[src/hdl/csa_pkg.sv]
`default_nettype none
// ----------------------------------------------------------------------------
// csa_pkg
// Shared constants, types and helpers for the compacted save-area layout unit.
// ----------------------------------------------------------------------------
package csa_pkg;

  localparam int NUM_COMP = 61;
  localparam int IDX_W    = $clog2(NUM_COMP);
  localparam int CNUM_W   = 6;
  localparam int SIZE_W   = 16;
  localparam int SUM_W    = 22;
  localparam int ENTRY_W  = SIZE_W + 1;
  localparam int BMAP_W   = 64;

  localparam logic [CNUM_W-1:0] FIRST_COMP  = CNUM_W'(2);
  localparam logic [SUM_W-1:0]  PREFIX_SIZE = SUM_W'(576);
  localparam logic [SUM_W-1:0]  ALIGN_LOW   = SUM_W'(63);

  localparam logic OP_LOAD  = 1'b0;
  localparam logic OP_QUERY = 1'b1;

  typedef struct packed {
    logic clear;
    logic step;
    logic en;
    logic below;
    logic at;
  } walk_ctl_t;

  function automatic logic [SUM_W-1:0] rnd64(input logic [SUM_W-1:0] v);
    rnd64 = (v + ALIGN_LOW) & ~ALIGN_LOW;
  endfunction

endpackage
`default_nettype wire

[src/hdl/csa_ram.sv]
`default_nettype none
// ----------------------------------------------------------------------------
// csa_ram
// Single-port-write, single-port-read RAM with registered read data.
// ----------------------------------------------------------------------------
module csa_ram #(
  parameter int DEPTH = 61,
  parameter int WIDTH = 17
) (
  input  wire logic                     clk,
  input  wire logic                     we,
  input  wire logic [$clog2(DEPTH)-1:0] waddr,
  input  wire logic [WIDTH-1:0]         wdata,
  input  wire logic [$clog2(DEPTH)-1:0] raddr,
  output logic      [WIDTH-1:0]         rdata
);

  logic [WIDTH-1:0] mem [DEPTH];

  always_ff @(posedge clk) begin
    if (we) begin
      mem[waddr] <= wdata;
    end
  end

  always_ff @(posedge clk) begin
    rdata <= mem[raddr];
  end

endmodule
`default_nettype wire

[src/hdl/csa_walk.sv]
`default_nettype none
// ----------------------------------------------------------------------------
// csa_walk
// Offset and total accumulators, advanced by one table entry per step.
// ----------------------------------------------------------------------------
module csa_walk
  import csa_pkg::*;
(
  input  wire logic              clk,
  input  wire walk_ctl_t         ctl,
  input  wire logic [SIZE_W-1:0] entry_size,
  input  wire logic              entry_align,
  output logic      [SUM_W-1:0]  offset,
  output logic      [SUM_W-1:0]  total
);

  logic [SUM_W-1:0] off_r, off_nxt;
  logic [SUM_W-1:0] tot_r, tot_nxt;
  logic [SUM_W-1:0] off_base, tot_base;

  always_comb begin
    off_base = entry_align ? rnd64(off_r) : off_r;
    tot_base = entry_align ? rnd64(tot_r) : tot_r;
    off_nxt  = off_r;
    tot_nxt  = tot_r;
    if (ctl.clear) begin
      off_nxt = '0;
      tot_nxt = PREFIX_SIZE;
    end else if (ctl.step) begin
      if (ctl.en) begin
        tot_nxt = tot_base + SUM_W'(entry_size);
      end
      if (ctl.below && ctl.en) begin
        off_nxt = off_base + SUM_W'(entry_size);
      end else if (ctl.at && entry_align) begin
        off_nxt = rnd64(off_r);
      end
    end
  end

  always_ff @(posedge clk) begin
    off_r <= off_nxt;
    tot_r <= tot_nxt;
  end

  assign offset = off_r;
  assign total  = tot_r;

endmodule
`default_nettype wire

[src/hdl/compacted_save_area_offset_calc_unit.sv]
`default_nettype none
// ----------------------------------------------------------------------------
// compacted_save_area_offset_calc_unit
// Compacted save-area layout: component table plus offset/size query walker.
// ----------------------------------------------------------------------------
// A load item writes one size/alignment entry into the component table (only
// for component numbers 2 to 62) and returns its result through the ST_DONE
// state and the output registers. A query item walks all 61 table entries
// through the table RAM, one entry per cycle: reads in ST_RUN, the RAM read
// latency in ST_DRAIN, then the result is registered from ST_DONE once the
// output register is free. The next item is accepted only after the result
// is registered. One item is in flight at a time; the RAM has no clearing
// pass, but valid bits cleared at reset make unloaded entries read as zero.
module compacted_save_area_offset_calc_unit
  import csa_pkg::*;
(
  input  wire logic              clk,
  input  wire logic              rst_n,
  input  wire logic              in_valid,
  output logic                   in_ready,
  input  wire logic              in_opcode,
  input  wire logic [CNUM_W-1:0] in_component_number,
  input  wire logic [SIZE_W-1:0] in_entry_size,
  input  wire logic              in_entry_align64,
  input  wire logic [BMAP_W-1:0] in_enabled_bitmap,
  output logic                   out_valid,
  input  wire logic              out_ready,
  output logic      [SUM_W-1:0]  out_component_offset,
  output logic      [SUM_W-1:0]  out_total_size,
  output logic      [SUM_W-1:0]  out_largest_size
);

  localparam logic [1:0] ST_IDLE  = 2'd0;
  localparam logic [1:0] ST_RUN   = 2'd1;
  localparam logic [1:0] ST_DRAIN = 2'd2;
  localparam logic [1:0] ST_DONE  = 2'd3;

  logic [1:0]          state_r, state_nxt;
  logic [IDX_W-1:0]    rd_cnt_r;
  logic                pv_r;
  logic [IDX_W-1:0]    pi_r;
  logic [CNUM_W-1:0]   cnum_r;
  logic [BMAP_W-1:0]   bm_r;
  logic                op_r;
  logic [NUM_COMP-1:0] vld_r;
  logic                ent_vld_r;
  logic [SUM_W-1:0]    hw_r;
  logic                out_valid_r;
  logic [SUM_W-1:0]    out_off_r, out_tot_r, out_lg_r;

  logic                accept;
  logic                wr_en;
  logic [IDX_W-1:0]    wr_idx;
  logic [ENTRY_W-1:0]  rd_data;
  logic [SIZE_W-1:0]   ent_size;
  logic                ent_align;
  logic [CNUM_W:0]     pos;
  logic [SUM_W-1:0]    walk_off, walk_tot, hw_new;
  logic                out_load;
  walk_ctl_t           ctl;

  assign in_ready = (state_r == ST_IDLE);
  assign accept   = in_valid && in_ready;

  assign wr_en  = accept && (in_opcode == OP_LOAD) && (in_component_number >= FIRST_COMP)
                  && ({1'b0, in_component_number} - {1'b0, FIRST_COMP} < (CNUM_W+1)'(NUM_COMP));
  assign wr_idx = IDX_W'(in_component_number - FIRST_COMP);

  csa_ram #(
    .DEPTH (NUM_COMP),
    .WIDTH (ENTRY_W)
  ) u_table (
    .clk   (clk),
    .we    (wr_en),
    .waddr (wr_idx),
    .wdata ({in_entry_align64, in_entry_size}),
    .raddr (rd_cnt_r),
    .rdata (rd_data)
  );

  assign ent_size  = ent_vld_r ? rd_data[SIZE_W-1:0] : '0;
  assign ent_align = ent_vld_r && rd_data[SIZE_W];
  assign pos       = (CNUM_W+1)'(pi_r) + (CNUM_W+1)'(FIRST_COMP);

  always_comb begin
    ctl.clear = accept;
    ctl.step  = pv_r;
    ctl.en    = bm_r[pos[CNUM_W-1:0]];
    ctl.below = pos < {1'b0, cnum_r};
    ctl.at    = pos == {1'b0, cnum_r};
  end

  csa_walk u_walk (
    .clk         (clk),
    .ctl         (ctl),
    .entry_size  (ent_size),
    .entry_align (ent_align),
    .offset      (walk_off),
    .total       (walk_tot)
  );

  assign out_load = (state_r == ST_DONE) && (!out_valid_r || out_ready);
  assign hw_new   = (walk_tot > hw_r) ? walk_tot : hw_r;

  always_comb begin
    state_nxt = state_r;
    case (state_r)
      ST_IDLE: begin
        if (accept) begin
          state_nxt = (in_opcode == OP_QUERY) ? ST_RUN : ST_DONE;
        end
      end
      ST_RUN: begin
        if (rd_cnt_r == IDX_W'(NUM_COMP - 1)) begin
          state_nxt = ST_DRAIN;
        end
      end
      ST_DRAIN: begin
        state_nxt = ST_DONE;
      end
      ST_DONE: begin
        if (out_load) begin
          state_nxt = ST_IDLE;
        end
      end
      default: begin
        state_nxt = ST_IDLE;
      end
    endcase
  end

  always_ff @(posedge clk) begin
    if (!rst_n) begin
      state_r     <= ST_IDLE;
      pv_r        <= 1'b0;
      vld_r       <= '0;
      hw_r        <= '0;
      out_valid_r <= 1'b0;
    end else begin
      state_r <= state_nxt;
      pv_r    <= (state_r == ST_RUN);
      if (wr_en) begin
        vld_r[wr_idx] <= 1'b1;
      end
      if (out_load) begin
        out_valid_r <= 1'b1;
        if (op_r == OP_QUERY) begin
          hw_r <= hw_new;
        end
      end else if (out_ready) begin
        out_valid_r <= 1'b0;
      end
    end
  end

  always_ff @(posedge clk) begin
    ent_vld_r <= vld_r[rd_cnt_r];
    pi_r      <= rd_cnt_r;
    if (accept) begin
      rd_cnt_r <= '0;
      cnum_r   <= in_component_number;
      bm_r     <= in_enabled_bitmap;
      op_r     <= in_opcode;
    end else if ((state_r == ST_RUN) && (rd_cnt_r != IDX_W'(NUM_COMP - 1))) begin
      rd_cnt_r <= rd_cnt_r + IDX_W'(1);
    end
    if (out_load) begin
      if (op_r == OP_QUERY) begin
        out_off_r <= walk_off;
        out_tot_r <= walk_tot;
        out_lg_r  <= hw_new;
      end else begin
        out_off_r <= '0;
        out_tot_r <= '0;
        out_lg_r  <= hw_r;
      end
    end
  end

  assign out_valid            = out_valid_r;
  assign out_component_offset = out_off_r;
  assign out_total_size       = out_tot_r;
  assign out_largest_size     = out_lg_r;

endmodule
`default_nettype wire
[config.mk]
export PLATFORM = sky130hd
export DESIGN_NAME = compacted_save_area_offset_calc_unit
export DESIGN_NICKNAME = d
export VERILOG_FILES = /design/src/hdl/csa_pkg.sv /design/src/hdl/csa_ram.sv /design/src/hdl/csa_walk.sv /design/src/hdl/compacted_save_area_offset_calc_unit.sv
export SDC_FILE = /design/constraint.sdc
export NUM_CORES = 2
export LEC_CHECK = 0
export BUFFER_PORTS_ARGS = -buffer_cell sky130_fd_sc_hd__buf_2
export CELL_PAD_IN_SITES_DETAIL_PLACEMENT = 0
export CELL_PAD_IN_SITES_GLOBAL_PLACEMENT = 1
export CORE_ASPECT_RATIO = 0.9
export CORE_MARGIN = 4
export CORE_UTILIZATION = 50
export CTS_BUF_LIST = sky130_fd_sc_hd__clkbuf_4 sky130_fd_sc_hd__clkbuf_8
export DETAILED_ROUTE_END_ITERATION = 12
export PLACE_DENSITY = 0.81
export SYNTH_ARGS = -nofsm -noshare
export SYNTH_HDL_FRONTEND = slang
export SYNTH_SLANG_ARGS = --single-unit
[constraint.sdc]
create_clock -name clk -period 4.7 [get_ports clk]
set_input_delay 0.705 -clock clk [delete_from_list [all_inputs] [get_ports clk]]
set_output_delay 0.705 -clock clk [all_outputs]
set_load 0.02 [all_outputs]
==> results.toml <==
[clocking]
htree_levels = 4
cts_buffer_depth = 3
cts_setup_buffers = 0
postCtsHoldBufs = 64
clkSlewWorstSetupHoldPaths_ns = 0.06
clkLatencyLatePin_ns = 0.88
root_buffer = "clkbuf_8"
clock_sinks = 1335
cts_made_buffers = 201
cts_resized = 0
cts_tree = "done"

[die]
start_util_pct = 50.7
die_w_um = 353
die_area_um2 = 113000
io_pins = 160
die_y_um = 319
rows = 113
core_um2 = 106000

[synth]
synth_top_cell_by_area = "edfxtp_1"
synth-compound-area-share_pct = 3.78
netlist_top_cells_count = "edfxtp_1, mux4_2, dfxtp_1, nor2_1, nand2_1"
synth_top_family_by_area = "multiplexers"
ys_ff_latch = 1335
synth.most_common_cell = "edfxtp_1"
synth_ff_type = "edfxtp_1"
yosysTopAreaCellShare_pct = 65.6
synth-simple-area-share_pct = 4.44
synthArstFlopShare_pct = 0
synth-edff-count = 1174
synth_xor_area_share_pct = 0.962
synth_fa_ha_area_share_pct = 1.70
syn_inst = 2874
synthTopCellsByArea = "edfxtp_1, mux4_2, dfxtp_1"
synth_area_um2 = 53700
syn-num-nets = 3037
ys_seq_area_share_pct = 71.6
syn-mean-instance-area_um2 = 18.7
yosys_warnings = 0
yosysUniqueCellTypes = 74
synthMuxAreaShare_pct = 16.0

[cells_and_area]
post-route-util_pct = 58.2
nets = 3447
drive_above_1_share_pct = 30.8
areaGrowthSynthToFinish_pct = 14.9
nFillCells = 7634

[sta]
finalWorstSetupSlack_ns = 0.602
fin_skew_ns = 0.0376
setup_tns_ns = 0
hold_viol = 0
finalMaxSlewViolations = 0
slew_headroom_pct = 31.2
rsz0062_at_grt = "no"
setup_viol = 0
min_period_ns = 4.10
tightestPinTransition_ns = 1.03
whs_ns = 0.192
finalCritPeriodShare_pct = 87.2
fmax_mhz = 244

[global_route]
grt_pass1_wl_um = 192000
grt_antenna_before_repair = 6
grt-ovfl-total = 0
grt_max_degree = 89
grtUsageTotal_pct = 22.9
grt_pass1_vias = 29300

[detailed_routing]
drcViolationCount = 0
wire_per_inst_um = 26.6
dr.pass1.iters = 7
viasPerCell = 6.00
vias = 29000
ant_nets = 0
drt_iter0_markers = 3420
drt-total-wl_um = 129000

[min_path]
hp-class = "in -> reg"

[place]
gp_congestion = 0.871
portBuffers = 159
dp_hpwl_um = 81100
place_ws_ns = 0.699

[worst_setup_path]
path_class = "reg -> reg"
arrival_ns = 4.84
end_kind = "flop"
cp-start-kind = "flop"
cp_data_required_time_ns = 5.44
crit_path_max_fanout = 6

[power]
powerDensity_nw_per_um2 = 475
power_leakage_nw = 20.4
peakVddDrop_v = 0.000408
total_power_mw = 29.4

[flow_run]
drv_cap = 0

[status]
outcome = "complete, no violations"
[worst max-delay path, stage by stage, from the launching register on]
cell      delay [ns]
dfxtp_1         0.34
or4_1           0.62
o31ai_1         0.45
nor2_1          0.22
nand3_1         0.15
nor2_1          0.07
xor2_1          0.15
ha_1            0.38
nand2_1         0.10
nor2_1          0.11
o211ai_1        0.13
nand3_1         0.17
o21bai_1        0.19
o21ai_1         0.34
a21oi_1         0.11
o41ai_1         0.32
a21oi_1         0.12
[state kept, by name, summed over array words and instances, names as in the netlist]
name / cells
u_table.mem: 1037
bm_r: 64
vld_r: 61
hw_r: 22
out_component_offset: 22
out_largest_size: 22
out_total_size: 22
u_walk.offset: 22
u_walk.total: 22
u_table.rdata: 17
cnum_r: 6
pi_r: 6
rd_cnt_r: 6
state_r: 2
ent_vld_r: 1
op_r: 1
out_valid: 1
pv_r: 1
[through the flow]
step	area, um2	std cells
after floorplan	53700	2874
after global placement	56800	4397
after detailed placement	56800	4397
after CTS	61700	4835
after global routing	61700	4837
final	61700	4838
[report_power, final]
| part | leakage, nW | internal [mW] | switching (mW) |
|---|---|---|---|
| registers | 11.9 | 13.3 | 0.322 |
| clock network | 2.24 | 5.40 | 4.44 |
| logic | 6.23 | 2.62 | 3.22 |
| total | 20.4 | 21.4 | 7.99 |
[cell type report]
| cell class | count | area [um2] | area share (%) |
|---|---|---|---|
| Clock buffer | 294 | 3580 | 5.79 |
| Inverter | 62 | 235 | 0.381 |
| Tap cell | 1380 | 1730 | 2.80 |
| Antenna cell | 3 | 7.51 | 0.0122 |
| Clock inverter | 80 | 662 | 1.07 |
| Multi-Input combinational cell | 1336 | 14500 | 23.6 |
| Timing Repair Buffer | 348 | 2490 | 4.03 |
| Sequential cell | 1335 | 38500 | 62.4 |
[per-layer routing]
layer | vias up | share of wire [%] | track usage (%)
li1 | 12400 | - | -
met1 | 14900 | 41 | 33.6
met2 | 1543 | 46 | 34.5
met3 | 192 | 10 | 5.33
met4 | 4 | 2.6 | 7.33
met5 | - | 0.021 | 0
[logic make-up after synthesis]
logic type | Yosys count
AOI/OAI and AO/OA | 317
xor gates and xnor gates | 59
adders and majority gates | 72
buffers and inverters | 203
DFF | 1335
muxes | 393
and+or+nand+nor | 495
[path summary, 6_finish.rpt]
kind                                       from                             end  slack [ns]  depth (start not counted)
setup / recovery  u_walk.offset[0]$_SDFFE_PP0P_  u_walk.offset[20]$_SDFFE_PP0P_        0.60                         16
hold / removal                        in_opcode                  op_r$_DFFE_PP_        0.19                          1
setup reg to reg  u_walk.offset[0]$_SDFFE_PP0P_  u_walk.offset[20]$_SDFFE_PP0P_        0.60                         16
hold reg to reg            hw_r[3]$_SDFFE_PN0P_            hw_r[3]$_SDFFE_PN0P_        0.46                          2
[cells in the final DEF (no fill, tap or decap), types with 23 or more instances in the layout]
cell and n:
a21oi_1 74, dlygate4sd3_1 64, buf_4 117, and2_1 76, buf_2 158, o21a_1 69, nand3_1 56, clkinv_1 28
clkbuf_4 75, ha_1 69, clkbuf_8 219, nor2_1 106, o21ai_0 68, inv_1 59, a21o_1 23, xnor2_1 39
dfxtp_1 157, mux4_2 372, clkinv_2 28, nand2_1 122, edfxtp_1 1174, nor2_2 39
Power figures use the tool's default switching activity.
